## src/osa_pkg.sv

```systemverilog
`timescale 1ns / 1ps
package osa_pkg;

  localparam int MAX_DIM = 64;
  localparam int ADDR_W = $clog2(MAX_DIM);
  localparam int EXP_TABLE_SIZE = 256;
  localparam int EXP_IDX_W = $clog2(EXP_TABLE_SIZE);

  localparam logic [16:0] LOG2E_Q16 = 17'd94548;
  // smallest magnitude whose 2^-t reaches 2^-17
  localparam logic [40:0] EXP_MAG_LIMIT = 41'd772248;
  localparam logic [63:0] LN2_Q30 = 64'd744261118;

  localparam logic signed [39:0] SCORE_MIN = {1'b1, 39'd0};
  localparam logic signed [39:0] SCORE_MAX = {1'b0, {39{1'b1}}};
  localparam logic signed [47:0] ACC_MIN = {1'b1, 47'd0};
  localparam logic signed [47:0] ACC_MAX = {1'b0, {47{1'b1}}};

  localparam logic CMD_QUERY = 1'b0;
  localparam logic CMD_KV = 1'b1;

  typedef struct packed {
    logic command;
    logic [5:0] elem_index;
    logic signed [15:0] q_elem;
    logic signed [15:0] k_elem;
    logic signed [15:0] v_elem;
    logic row_end;
    logic seq_end;
  } in_item_t;

  typedef struct packed {
    logic [5:0] out_index;
    logic signed [15:0] out_value;
    logic out_last;
  } out_item_t;

  typedef struct packed {
    logic latch;
    logic load;
    logic mac;
    logic maxs;
    logic diff;
    logic expa_s;
    logic expb_s;
    logic expa_w;
    logic expb_w;
    logic suma;
    logic sumb;
    logic sw_rd;
    logic sw_m1;
    logic sw_m2;
    logic sw_wr;
    logic em_rd;
    logic div_init;
    logic div_step;
    logic em_out;
  } cmd_t;

  typedef struct packed {
    logic cmd_kv;
    logic row_end;
    logic seq_end;
    logic j_last;
    logic div_done;
    logic out_busy;
  } sts_t;

  typedef logic [16:0] exp_tab_t [EXP_TABLE_SIZE];

  // 2^(-i/N) in Q1.16 via a Taylor series of exp(-y) in Q0.30
  function automatic exp_tab_t build_exp_table();
    exp_tab_t tab;
    logic [63:0] y;
    logic [63:0] term;
    longint sum;
    for (int i = 0; i < EXP_TABLE_SIZE; i++) begin
      y = (64'(i) * LN2_Q30) / EXP_TABLE_SIZE;
      term = 64'd1 << 30;
      sum = longint'(64'd1 << 30);
      for (int k = 1; k <= 20; k++) begin
        term = ((term * y) >> 30) / 64'(k);
        if (k % 2 == 1) begin
          sum = sum - longint'(term);
        end else begin
          sum = sum + longint'(term);
        end
      end
      tab[i] = 17'((64'(sum) + (64'd1 << 13)) >> 14);
    end
    return tab;
  endfunction

  localparam exp_tab_t EXP_TABLE = build_exp_table();

endpackage

```

## src/osa_ctrl.sv

```systemverilog
`timescale 1ns / 1ps
module osa_ctrl (
  input  logic clk,
  input  logic rst,
  input  logic item_valid,
  output logic item_stall,
  input  osa_pkg::sts_t sts,
  output osa_pkg::cmd_t cmd
);

  typedef enum logic [18:0] {
    S_IDLE     = 19'b0000000000000000001,
    S_LOAD     = 19'b0000000000000000010,
    S_MAC      = 19'b0000000000000000100,
    S_MAXS     = 19'b0000000000000001000,
    S_DIFF     = 19'b0000000000000010000,
    S_EXPA_S   = 19'b0000000000000100000,
    S_EXPB_S   = 19'b0000000000001000000,
    S_EXPA_W   = 19'b0000000000010000000,
    S_EXPB_W   = 19'b0000000000100000000,
    S_SUMA     = 19'b0000000001000000000,
    S_SUMB     = 19'b0000000010000000000,
    S_SW_RD    = 19'b0000000100000000000,
    S_SW_M1    = 19'b0000001000000000000,
    S_SW_M2    = 19'b0000010000000000000,
    S_SW_WR    = 19'b0000100000000000000,
    S_EM_RD    = 19'b0001000000000000000,
    S_DIV_INIT = 19'b0010000000000000000,
    S_DIV_STEP = 19'b0100000000000000000,
    S_EM_OUT   = 19'b1000000000000000000
  } state_t;

  state_t state, state_next;

  always_ff @(posedge clk) begin
    if (rst) begin
      state <= S_IDLE;
    end else begin
      state <= state_next;
    end
  end

  always_comb begin
    state_next = state;
    unique case (state)
      S_IDLE:     if (item_valid) state_next = S_LOAD;
      S_LOAD:     state_next = (sts.cmd_kv) ? S_MAC : S_IDLE;
      S_MAC:      state_next = (sts.row_end) ? S_MAXS : S_IDLE;
      S_MAXS:     state_next = S_DIFF;
      S_DIFF:     state_next = S_EXPA_S;
      S_EXPA_S:   state_next = S_EXPB_S;
      S_EXPB_S:   state_next = S_EXPA_W;
      S_EXPA_W:   state_next = S_EXPB_W;
      S_EXPB_W:   state_next = S_SUMA;
      S_SUMA:     state_next = S_SUMB;
      S_SUMB:     state_next = S_SW_RD;
      S_SW_RD:    state_next = S_SW_M1;
      S_SW_M1:    state_next = S_SW_M2;
      S_SW_M2:    state_next = S_SW_WR;
      S_SW_WR: begin
        if (!sts.j_last) state_next = S_SW_RD;
        else if (sts.seq_end) state_next = S_EM_RD;
        else state_next = S_IDLE;
      end
      S_EM_RD:    state_next = S_DIV_INIT;
      S_DIV_INIT: state_next = S_DIV_STEP;
      S_DIV_STEP: if (sts.div_done) state_next = S_EM_OUT;
      S_EM_OUT: begin
        if (!sts.out_busy) state_next = (sts.j_last) ? S_IDLE : S_EM_RD;
      end
      default:    state_next = S_IDLE;
    endcase
  end

  assign item_stall = (state != S_IDLE);

  always_comb begin
    cmd = '0;
    cmd.latch    = (state == S_IDLE) && item_valid;
    cmd.load     = (state == S_LOAD);
    cmd.mac      = (state == S_MAC);
    cmd.maxs     = (state == S_MAXS);
    cmd.diff     = (state == S_DIFF);
    cmd.expa_s   = (state == S_EXPA_S);
    cmd.expb_s   = (state == S_EXPB_S);
    cmd.expa_w   = (state == S_EXPA_W);
    cmd.expb_w   = (state == S_EXPB_W);
    cmd.suma     = (state == S_SUMA);
    cmd.sumb     = (state == S_SUMB);
    cmd.sw_rd    = (state == S_SW_RD);
    cmd.sw_m1    = (state == S_SW_M1);
    cmd.sw_m2    = (state == S_SW_M2);
    cmd.sw_wr    = (state == S_SW_WR);
    cmd.em_rd    = (state == S_EM_RD);
    cmd.div_init = (state == S_DIV_INIT);
    cmd.div_step = (state == S_DIV_STEP);
    cmd.em_out   = (state == S_EM_OUT);
  end

  a_onehot: assert property (@(posedge clk) disable iff (rst) $onehot(state))
    else $error("controller state not one-hot");
  a_accept_load: assert property (@(posedge clk) disable iff (rst)
    (item_valid && !item_stall) |=> (state == S_LOAD))
    else $error("accepted item not loaded");
  a_div_hold: assert property (@(posedge clk) disable iff (rst)
    (state == S_DIV_STEP && !sts.div_done) |=> (state == S_DIV_STEP))
    else $error("division left early");

endmodule

```

## config.mk

```make
export PLATFORM = sky130hd
export DESIGN_NAME = osa_ctrl
export DESIGN_NICKNAME = d
export VERILOG_FILES = /design/src/osa_pkg.sv /design/src/osa_ctrl.sv
export SDC_FILE = /design/constraint.sdc
export NUM_CORES = 1
export LEC_CHECK = 0
export ABC_AREA = 1
export BUFFER_PORTS_ARGS = -buffer_cell sky130_fd_sc_hd__buf_2
export CORE_ASPECT_RATIO = 1.75
export CORE_MARGIN = 3
export CORE_UTILIZATION = 55
export DETAILED_ROUTE_END_ITERATION = 12
export PLACE_DENSITY = 0.8
export RECOVER_POWER = 50
export SETUP_SLACK_MARGIN = 0.05
export SYNTH_ARGS = -nofsm -noshare
export SYNTH_HDL_FRONTEND = slang
export SYNTH_SLANG_ARGS = --single-unit
```

## constraint.sdc

```tcl
create_clock -name clk -period 3.25 [get_ports clk]
set_input_delay 0.65 -clock clk [delete_from_list [all_inputs] [get_ports clk]]
set_output_delay 0.65 -clock clk [all_outputs]
set_load 0.1 [all_outputs]
```

==> results of run 1 <==
worst min-delay path, stage by stage (launching register included):
cell,delay (ns)
sky130_fd_sc_hd__dfxtp_1,0.34
sky130_fd_sc_hd__o21ai_1,0.15
sky130_fd_sc_hd__a21oi_1,0.04
final cells by class:
cell class	count	area [um^2]	share of cell area [%]
flip-flops and latches	19	380	25.7
inverters	44	166	11.2
repair buffers	28	140	9.47
clock buffers	4	45.0	3.04
well taps	25	31.3	2.11
multi-input cells	126	717	48.4
cells in the final DEF (no fill, tap or decap), drive strengths merged:
cell type  count
inv           43
nor2          37
nand2         33
buf           28
nor3          22
dfxtp         19
nand3         19
nand4          5
clkbuf         4
a21oi          3
o21ai          3
nor3b          2
nand3b         1
clkinvlp       1
o21bai         1
per-stage QoR:
step / power [uW] / cells
finish: 979 / 246
floorplan: 778 / 192
global placement: 833 / 242
detailed placement: 842 / 242
global route: 1030 / 246
CTS: 1010 / 246
power breakdown:
group	leakage (uW)	switching, uW	internal [uW]
combinational	0.000717	410	132
sequential	0.000154	18.8	253
clock	0.0000228	77.6	87.1
total	0.000894	507	472
worst paths after layout:
kind	cells after the start	endpoint	from	slack, ns
max	8	cmd[18]	state[4]	0.63
min reg2reg	2	state[18]	state[18]	0.58
min	2	state[18]	state[18]	0.58
max reg2reg	8	state[10]	state[4]	0.89
logic make-up (layout without fill, tap and decap cells):
group | after synthesis | after routing | share of synthesized area, %
and+or+nand+nor | 119 | 119 | 53.7
buffers and inverters | 47 | 76 | 14.6
DFF | 19 | 19 | 28.1
AOI/OAI and AO/OA | 7 | 7 | 3.61
routing by layer:
layer  wire length (um)  vias up  GRT usage [%]  share of wire [%]
li1                   -      656              -                  -
met1               1120      586           23.4                 36
met2               1810       41           42.3                 58
met3                136        4           3.02                4.4
met4                 39        0           9.06                1.3
met5                  0        -              0                  0
==> flow_summary.html, run 1 <==
<table>
<tr><th>Metric</th><th>Value</th></tr>
<tr><th colspan="2">Floorplanning</th></tr>
<tr><td>Die outline height</td><td>71.6 um</td></tr>
<tr><td>Die outline area</td><td>3110 um^2</td></tr>
<tr><td>Initial core utilization</td><td>58.0%</td></tr>
<tr><td>Core Footprint</td><td>2330 um^2</td></tr>
<tr><td>Boundary pin count</td><td>29</td></tr>
<tr><td>Row Count</td><td>23</td></tr>
<tr><td>Horizontal die dimension</td><td>43.5 um</td></tr>
<tr><th colspan="2">Logic synthesis</th></tr>
<tr><td>Syn Inst Count</td><td>192</td></tr>
<tr><td>Count of flip-flops with a built-in enable after synthesis</td><td>0</td></tr>
<tr><td>#FFs+latches synth</td><td>19</td></tr>
<tr><td>Dominant cells by area after synthesis</td><td>sky130_fd_sc_hd__dfxtp_1 28%, sky130_fd_sc_hd__inv_1 11%, sky130_fd_sc_hd__nor3_2 8.1%</td></tr>
<tr><td>Total standard cell area after synthesis</td><td>1350 um^2</td></tr>
<tr><td>Number of warning messages in the yosys log</td><td>0</td></tr>
<tr><td>Flip-flop cell with the highest count after synthesis</td><td>sky130_fd_sc_hd__dfxtp_1</td></tr>
<tr><td>Syn_area_per_cell</td><td>7.04 um^2</td></tr>
<tr><td>Number of nets produced by synthesis</td><td>201</td></tr>
<tr><td>Count leader, synth</td><td>sky130_fd_sc_hd__inv_1</td></tr>
<tr><td>Area share of the largest cell type after synthesis</td><td>28.1%</td></tr>
<tr><td>Synth cell types</td><td>25</td></tr>
<tr><td>Largest area contributor in the netlist</td><td>sky130_fd_sc_hd__dfxtp_1</td></tr>
<tr><td>Share of the yosys chip area belonging to registers</td><td>28.1%</td></tr>
<tr><td>Most used standard cells in the synthesized netlist</td><td>41 x sky130_fd_sc_hd__inv_1, 26 x sky130_fd_sc_hd__nand2_1, 21 x sky130_fd_sc_hd__nor2_1</td></tr>
<tr><td>Share of flip-flops with an asynchronous set or reset after synthesis</td><td>0%</td></tr>
<tr><th colspan="2">Global routing</th></tr>
<tr><td>Remaining global-route overflow</td><td>0</td></tr>
<tr><td>Number of antenna violations at the first check in global routing</td><td>0</td></tr>
<tr><td>Maximum number of pins on one net before global-route repair</td><td>20</td></tr>
<tr><td>Vias in the first global route</td><td>1286</td></tr>
<tr><td>Global Route Usage Sum</td><td>22.3%</td></tr>
<tr><td>Wire length of the first global-routing pass</td><td>5400 um</td></tr>
<tr><th colspan="2">STA</th></tr>
<tr><td>Final setup slack of the worst path</td><td>0.632 ns</td></tr>
<tr><td>Setup TNS Final</td><td>0 ns</td></tr>
<tr><td>Rel. slew slack</td><td>60.3%</td></tr>
<tr><td>RSZ-0062 raised after global routing</td><td>false</td></tr>
<tr><td>Least-Margin Pin Slew</td><td>0.592 ns</td></tr>
<tr><td>Count of final setup violators</td><td>0</td></tr>
<tr><td>Fin Clk Skew</td><td>0.00244 ns</td></tr>
<tr><td>Top achievable clock speed</td><td>382 MHz</td></tr>
<tr><td>Final Hold Fails</td><td>0</td></tr>
<tr><td>Shortest clock period the worst path allows after layout</td><td>2.62 ns</td></tr>
<tr><td>Number of max-slew violations in the final report</td><td>0</td></tr>
<tr><td>Worst hold-check slack</td><td>0.585 ns</td></tr>
<tr><td>Ratio of final minimum period to clock period</td><td>80.6%</td></tr>
<tr><th colspan="2">Drt</th></tr>
<tr><td>First-pass iteration count of the detailed router</td><td>4</td></tr>
<tr><td>Detailed-route DRC error count</td><td>0</td></tr>
<tr><td>Overall routed net length</td><td>3100 um</td></tr>
<tr><td>Overall via count from detail_route</td><td>1287</td></tr>
<tr><td>Routed wire per std cell</td><td>12.6 um</td></tr>
<tr><td>Final ANT Viol Nets</td><td>0</td></tr>
<tr><td>Vias/cell</td><td>5.23</td></tr>
<tr><td>Number of DRC violations after detailed-routing iteration 0</td><td>28</td></tr>
<tr><th colspan="2">Place</th></tr>
<tr><td>Final weighted congestion in routability-driven placement</td><td>0.852</td></tr>
<tr><td>Post-Place Setup Slack</td><td>1.04 ns</td></tr>
<tr><td>Post-detailed-placement cell area</td><td>1500 um^2</td></tr>
<tr><td>IO buf count</td><td>28</td></tr>
<tr><td>Detailed Place HPWL</td><td>2500 um</td></tr>
<tr><th colspan="2">Finish</th></tr>
<tr><td>Largest registers in the final layout</td><td>state x19</td></tr>
<tr><td>Filler cell count in the final layout</td><td>233</td></tr>
<tr><td>Number of nets at the end of the flow</td><td>231</td></tr>
<tr><td>Area overhead of the layout relative to synthesis</td><td>9.44%</td></tr>
<tr><td>Diodes inserted</td><td>0</td></tr>
<tr><td>Reg with most FFs</td><td>state</td></tr>
<tr><td>Flip-flop count of the largest register, all copies and words added</td><td>19</td></tr>
<tr><td>Core utilization of the finished layout</td><td>63.5%</td></tr>
<tr><td>Design Area, Final</td><td>1480 um^2</td></tr>
<tr><td>Fraction of final layout cells with drive strength greater than 1</td><td>26.7%</td></tr>
<tr><th colspan="2">CTS</th></tr>
<tr><td>Number of cells upsized or downsized after cts</td><td>0</td></tr>
<tr><td>Root cell of the clock tree</td><td>sky130_fd_sc_hd__clkbuf_8</td></tr>
<tr><td>Number of hold-repair buffers added at the cts stage</td><td>0</td></tr>
<tr><td>Buffers inserted during post-CTS setup optimization</td><td>0</td></tr>
<tr><td>Number of levels in the clock H-tree</td><td>1</td></tr>
<tr><td>CTS Sinks</td><td>19</td></tr>
<tr><td>Clock tree from TritonCTS</td><td>built</td></tr>
<tr><td>Number of CTS-inserted buffers</td><td>3</td></tr>
<tr><td>Max Root-Sink Buffers</td><td>2</td></tr>
<tr><td>Latest clock arrival within the worst-skew pair</td><td>0.25 ns</td></tr>
<tr><td>Post-CTS clock slew at the launch and capture registers of the worst setup and hold paths</td><td>0.07 ns</td></tr>
<tr><th colspan="2">Worst setup path</th></tr>
<tr><td>Combined buffer and inverter count along the critical path</td><td>2</td></tr>
<tr><td>Required @ worst endpoint</td><td>2.60 ns</td></tr>
<tr><td>Category of the most critical setup path</td><td>reg -&gt; out</td></tr>
<tr><td>Top delay family on crit path</td><td>simple AND/OR/NAND/NOR gates</td></tr>
<tr><td>Arrival time reported for the critical path endpoint</td><td>1.97 ns</td></tr>
<tr><td>CP Launch Type</td><td>register</td></tr>
<tr><td>Cell breakdown of the critical path</td><td>nor2_1 -&gt; nand2_1 -&gt; nor2_8 -&gt; nand2_4 -&gt; nor2_4 -&gt; inv_1 -&gt; nor2_2 -&gt; buf_2</td></tr>
<tr><td>Worst-path cell with the longest stage delay</td><td>sky130_fd_sc_hd__buf_2</td></tr>
<tr><td>CP max stage delay</td><td>0.42 ns</td></tr>
<tr><td>Critical path fanouts, max</td><td>10</td></tr>
<tr><td>Kind of capture point of the worst setup path</td><td>primary output</td></tr>
<tr><th colspan="2">Hold path</th></tr>
<tr><td>Worst hold path class</td><td>reg -&gt; reg</td></tr>
<tr><th colspan="2">Pwr</th></tr>
<tr><td>Ratio of total power to cell area</td><td>661 nW/um^2</td></tr>
<tr><td>Leakage power figure</td><td>0.000894 uW</td></tr>
<tr><td>Max VDD drop</td><td>0.949 mV</td></tr>
<tr><th colspan="2">Status</th></tr>
<tr><td>Result of the run</td><td>completed</td></tr>
<tr><th colspan="2">Flow run</th></tr>
<tr><td>Max-cap check violation count</td><td>0</td></tr>
</table>
Power figures use the tool's default switching activity.
==> run 2: changes to the inputs <==
CORE_UTILIZATION = 54   (was 55)
PLACE_DENSITY = 0.79   (was 0.8)
clock period = 2.7 ns   (was 3.25 ns; I/O delays follow)
==> flow_summary.html, run 2 (synthesized netlist as in run 1, its figures left out) <==
<table>
<tr><th>Metric</th><th>Value</th></tr>
<tr><th colspan="2">Status</th></tr>
<tr><td>Result of the run</td><td>completed (unchanged)</td></tr>
<tr><th colspan="2">Pwr</th></tr>
<tr><td>Sequential share of power</td><td>27.6% (was 27.8%)</td></tr>
<tr><td>Int Pwr</td><td>570 uW (was 472 uW)</td></tr>
<tr><td>Switching power</td><td>615 uW (was 507 uW)</td></tr>
<tr><td>Max VDD drop</td><td>1.09 mV (was 0.949 mV)</td></tr>
<tr><td>Relative contribution of the clock network to total power</td><td>16.8% (about the same)</td></tr>
<tr><td>Leakage power figure</td><td>0.000896 uW (was 0.000894 uW)</td></tr>
<tr><td>Switching share of power</td><td>51.9% (was 51.8%)</td></tr>
<tr><td>Combinational cell fraction of total power</td><td>55.6% (was 55.4%)</td></tr>
<tr><td>Ratio of total power to cell area</td><td>797 nW/um^2 (was 661 nW/um^2)</td></tr>
<tr><th colspan="2">Drt</th></tr>
<tr><td>Vias/cell</td><td>5.22 (was 5.23)</td></tr>
<tr><td>First-pass iteration count of the detailed router</td><td>4 (unchanged)</td></tr>
<tr><td>Overall via count from detail_route</td><td>1285 (was 1287)</td></tr>
<tr><td>Overall routed net length</td><td>3070 um (was 3100 um)</td></tr>
<tr><td>Final ANT Viol Nets</td><td>0 (unchanged)</td></tr>
<tr><td>Routed wire per std cell</td><td>12.5 um (was 12.6 um)</td></tr>
<tr><td>Number of DRC violations after detailed-routing iteration 0</td><td>33 (was 28)</td></tr>
<tr><td>Detailed-route DRC error count</td><td>0 (unchanged)</td></tr>
<tr><th colspan="2">Place</th></tr>
<tr><td>Final weighted congestion in routability-driven placement</td><td>0.866 (was 0.852)</td></tr>
<tr><td>IO buf count</td><td>28 (unchanged)</td></tr>
<tr><td>Post-Place Setup Slack</td><td>0.605 ns (was 1.04 ns)</td></tr>
<tr><td>Detailed Place HPWL</td><td>2530 um (was 2500 um)</td></tr>
<tr><th colspan="2">Worst setup path</th></tr>
<tr><td>Most frequent cell on the critical path</td><td>sky130_fd_sc_hd__nor2_4</td></tr>
<tr><td>Required @ worst endpoint</td><td>2.16 ns (was 2.60 ns)</td></tr>
<tr><td>Arrival time reported for the critical path endpoint</td><td>1.91 ns (was 1.97 ns)</td></tr>
<tr><td>CP max stage delay</td><td>0.42 ns (about the same)</td></tr>
<tr><td>Category of the most critical setup path</td><td>reg -&gt; out (unchanged)</td></tr>
<tr><td>Kind of capture point of the worst setup path</td><td>primary output (unchanged)</td></tr>
<tr><td>Combined buffer and inverter count along the critical path</td><td>2 (unchanged)</td></tr>
<tr><td>CP Launch Type</td><td>register (unchanged)</td></tr>
<tr><td>Worst-path cell with the longest stage delay</td><td>sky130_fd_sc_hd__buf_2 (unchanged)</td></tr>
<tr><td>Top delay family on crit path</td><td>simple AND/OR/NAND/NOR gates (unchanged)</td></tr>
<tr><td>Critical path fanouts, max</td><td>10 (unchanged)</td></tr>
<tr><td>Cell breakdown of the critical path</td><td>nor2_2 -&gt; nand2_1 -&gt; nor2_8 -&gt; nand2_4 -&gt; nor2_4 -&gt; inv_1 -&gt; nor2_4 -&gt; buf_2 (was nor2_1 -&gt; nand2_1 -&gt; nor2_8 -&gt; nand2_4 -&gt; nor2_4 -&gt; inv_1 -&gt; nor2_2 -&gt; buf_2)</td></tr>
<tr><th colspan="2">Finish</th></tr>
<tr><td>Most common cell after layout, fill and taps aside</td><td>sky130_fd_sc_hd__inv_1 (unchanged)</td></tr>
<tr><td>Diodes inserted</td><td>0 (unchanged)</td></tr>
<tr><td>Reg with most FFs</td><td>state (unchanged)</td></tr>
<tr><td>Filler cell count in the final layout</td><td>232 (was 233)</td></tr>
<tr><td>Largest registers in the final layout</td><td>state x19 (unchanged)</td></tr>
<tr><td>Fraction of final layout cells with drive strength greater than 1</td><td>26.7% (unchanged)</td></tr>
<tr><td>Area overhead of the layout relative to synthesis</td><td>9.99% (was 9.44%)</td></tr>
<tr><td>Number of nets at the end of the flow</td><td>231 (unchanged)</td></tr>
<tr><td>Most frequent cells in the layout</td><td>41 x sky130_fd_sc_hd__inv_1, 28 x sky130_fd_sc_hd__buf_2, 27 x sky130_fd_sc_hd__nand2_1, 22 x sky130_fd_sc_hd__nor2_1, 20 x sky130_fd_sc_hd__nor3_1 (was 41 x sky130_fd_sc_hd__inv_1, 28 x sky130_fd_sc_hd__buf_2, 27 x sky130_fd_sc_hd__nand2_1, 23 x sky130_fd_sc_hd__nor2_1)</td></tr>
<tr><td>Flip-flop count of the largest register, all copies and words added</td><td>19 (unchanged)</td></tr>
<tr><th colspan="2">Global routing</th></tr>
<tr><td>Wire length of the first global-routing pass</td><td>4960 um (was 5400 um)</td></tr>
<tr><td>Remaining global-route overflow</td><td>0 (unchanged)</td></tr>
<tr><td>Number of antenna violations at the first check in global routing</td><td>0 (unchanged)</td></tr>
<tr><td>Maximum number of pins on one net before global-route repair</td><td>20 (unchanged)</td></tr>
<tr><td>Global Route Usage Sum</td><td>20.8% (was 22.3%)</td></tr>
<tr><td>Vias in the first global route</td><td>1196 (was 1286)</td></tr>
<tr><th colspan="2">CTS</th></tr>
<tr><td>Latest clock arrival within the worst-skew pair</td><td>0.25 ns (about the same)</td></tr>
<tr><td>Number of cells upsized or downsized after cts</td><td>0 (unchanged)</td></tr>
<tr><td>Buffers inserted during post-CTS setup optimization</td><td>0 (unchanged)</td></tr>
<tr><td>Number of CTS-inserted buffers</td><td>3 (unchanged)</td></tr>
<tr><td>Max Root-Sink Buffers</td><td>2 (unchanged)</td></tr>
<tr><td>Clock tree from TritonCTS</td><td>built (unchanged)</td></tr>
<tr><td>CTS Sinks</td><td>19 (unchanged)</td></tr>
<tr><td>Root cell of the clock tree</td><td>sky130_fd_sc_hd__clkbuf_8 (unchanged)</td></tr>
<tr><td>Number of levels in the clock H-tree</td><td>1 (unchanged)</td></tr>
<tr><td>Number of hold-repair buffers added at the cts stage</td><td>0 (unchanged)</td></tr>
<tr><td>Post-CTS clock slew at the launch and capture registers of the worst setup and hold paths</td><td>0.07 ns (about the same)</td></tr>
<tr><th colspan="2">STA</th></tr>
<tr><td>Ratio of final minimum period to clock period</td><td>90.8%</td></tr>
<tr><td>Setup TNS Final</td><td>0 ns (unchanged)</td></tr>
<tr><td>Fin Clk Skew</td><td>0.00355 ns (was 0.00244 ns)</td></tr>
<tr><td>Final setup slack of the worst path</td><td>0.248 ns (was 0.632 ns)</td></tr>
<tr><td>Count of final setup violators</td><td>0 (unchanged)</td></tr>
<tr><td>Top achievable clock speed</td><td>408 MHz</td></tr>
<tr><td>RSZ-0062 raised after global routing</td><td>false (unchanged)</td></tr>
<tr><td>Final Hold Fails</td><td>0 (unchanged)</td></tr>
<tr><td>Least-Margin Pin Slew</td><td>0.574 ns (was 0.592 ns)</td></tr>
<tr><td>Rel. slew slack</td><td>61.6% (was 60.3%)</td></tr>
<tr><td>Number of max-slew violations in the final report</td><td>0 (unchanged)</td></tr>
<tr><td>Shortest clock period the worst path allows after layout</td><td>2.45 ns</td></tr>
<tr><th colspan="2">Floorplanning</th></tr>
<tr><td>Row Count</td><td>23 (unchanged)</td></tr>
<tr><td>Boundary pin count</td><td>29 (unchanged)</td></tr>
<tr><td>Horizontal die dimension</td><td>43.8 um (was 43.5 um)</td></tr>
<tr><td>Die outline height</td><td>72.2 um (was 71.6 um)</td></tr>
<tr><td>Initial core utilization</td><td>58.0% (unchanged)</td></tr>
<tr><td>Core Footprint</td><td>2330 um^2 (unchanged)</td></tr>
<tr><td>Die outline area</td><td>3160 um^2 (was 3110 um^2)</td></tr>
<tr><th colspan="2">Hold path</th></tr>
<tr><td>Worst hold path class</td><td>in -&gt; reg (was reg -&gt; reg)</td></tr>
<tr><th colspan="2">Flow run</th></tr>
<tr><td>Max-cap check violation count</td><td>0 (unchanged)</td></tr>
</table>
[run 2: worst paths after layout]
kind              slack, ns        end  cells past startpoint  startpoint
setup / recovery       0.25    cmd[18]                      8   state[10]
hold / removal         0.56   state[2]                      3      sts[5]
setup reg to reg       0.43  state[17]                      9    state[9]
hold reg to reg        0.58  state[18]                      2   state[18]
[run 2: area by class of cell]
class	count	area (um^2)	share of cell area, %
Multi-Input combinational cell	126	724	48.7
Sequential cell	19	380	25.6
Inverter	44	166	11.2
Timing Repair Buffer	28	140	9.42
Clock buffer	4	45.0	3.03
Tap cell	25	31.3	2.10
[run 2: power by group through the flow]
stage / Clock, uW / Combinational (uW) / Sequential [uW]
6_report: 199 / 659 / 327
5_1_grt: 214 / 701 / 329
4_1_cts: 204 / 691 / 327
3_5_place_dp: 0 / 690 / 334
3_3_place_gp: 0 / 679 / 330
2_1_floorplan: 0 / 616 / 327
[run 2: worst register-to-register path, cell delays in order, from the launching register on]
cell                         delay [ns]
sky130_fd_sc_hd__dfxtp_1           0.37
sky130_fd_sc_hd__nor2_1            0.06
sky130_fd_sc_hd__nand2_1           0.23
sky130_fd_sc_hd__nor2_8            0.10
sky130_fd_sc_hd__nand3_1           0.17
sky130_fd_sc_hd__nor2_1            0.07
sky130_fd_sc_hd__nor2_1            0.25
sky130_fd_sc_hd__clkinvlp_2        0.57
sky130_fd_sc_hd__nor2_1            0.28
sky130_fd_sc_hd__nor3_2            0.05
[run 2: layer usage]
layer | routed length (um) | track usage, % | share of wire (%) | vias to the layer above
met4 | 113 | 13.1 | 3.7 | 0
met1 | 1100 | 20.4 | 36 | 583
met3 | 129 | 2.73 | 4.2 | 11
met5 | 0 | 0 | 0 | -
li1 | - | - | - | 656
met2 | 1730 | 38.6 | 56 | 35
[run 2: through the flow]
stage	power (uW)	util, %	std cells	instance area (um^2)	hold WS (ns)
3_3_place_gp	1010	64.5	242	1500	0.544
3_5_place_dp	1020	64.5	242	1500	0.562
6_report	1190	63.8	246	1490	0.557
4_1_cts	1220	66.5	246	1550	0.546
2_1_floorplan	944	-	192	1360	0.517
5_1_grt	1250	63.8	246	1490	0.548
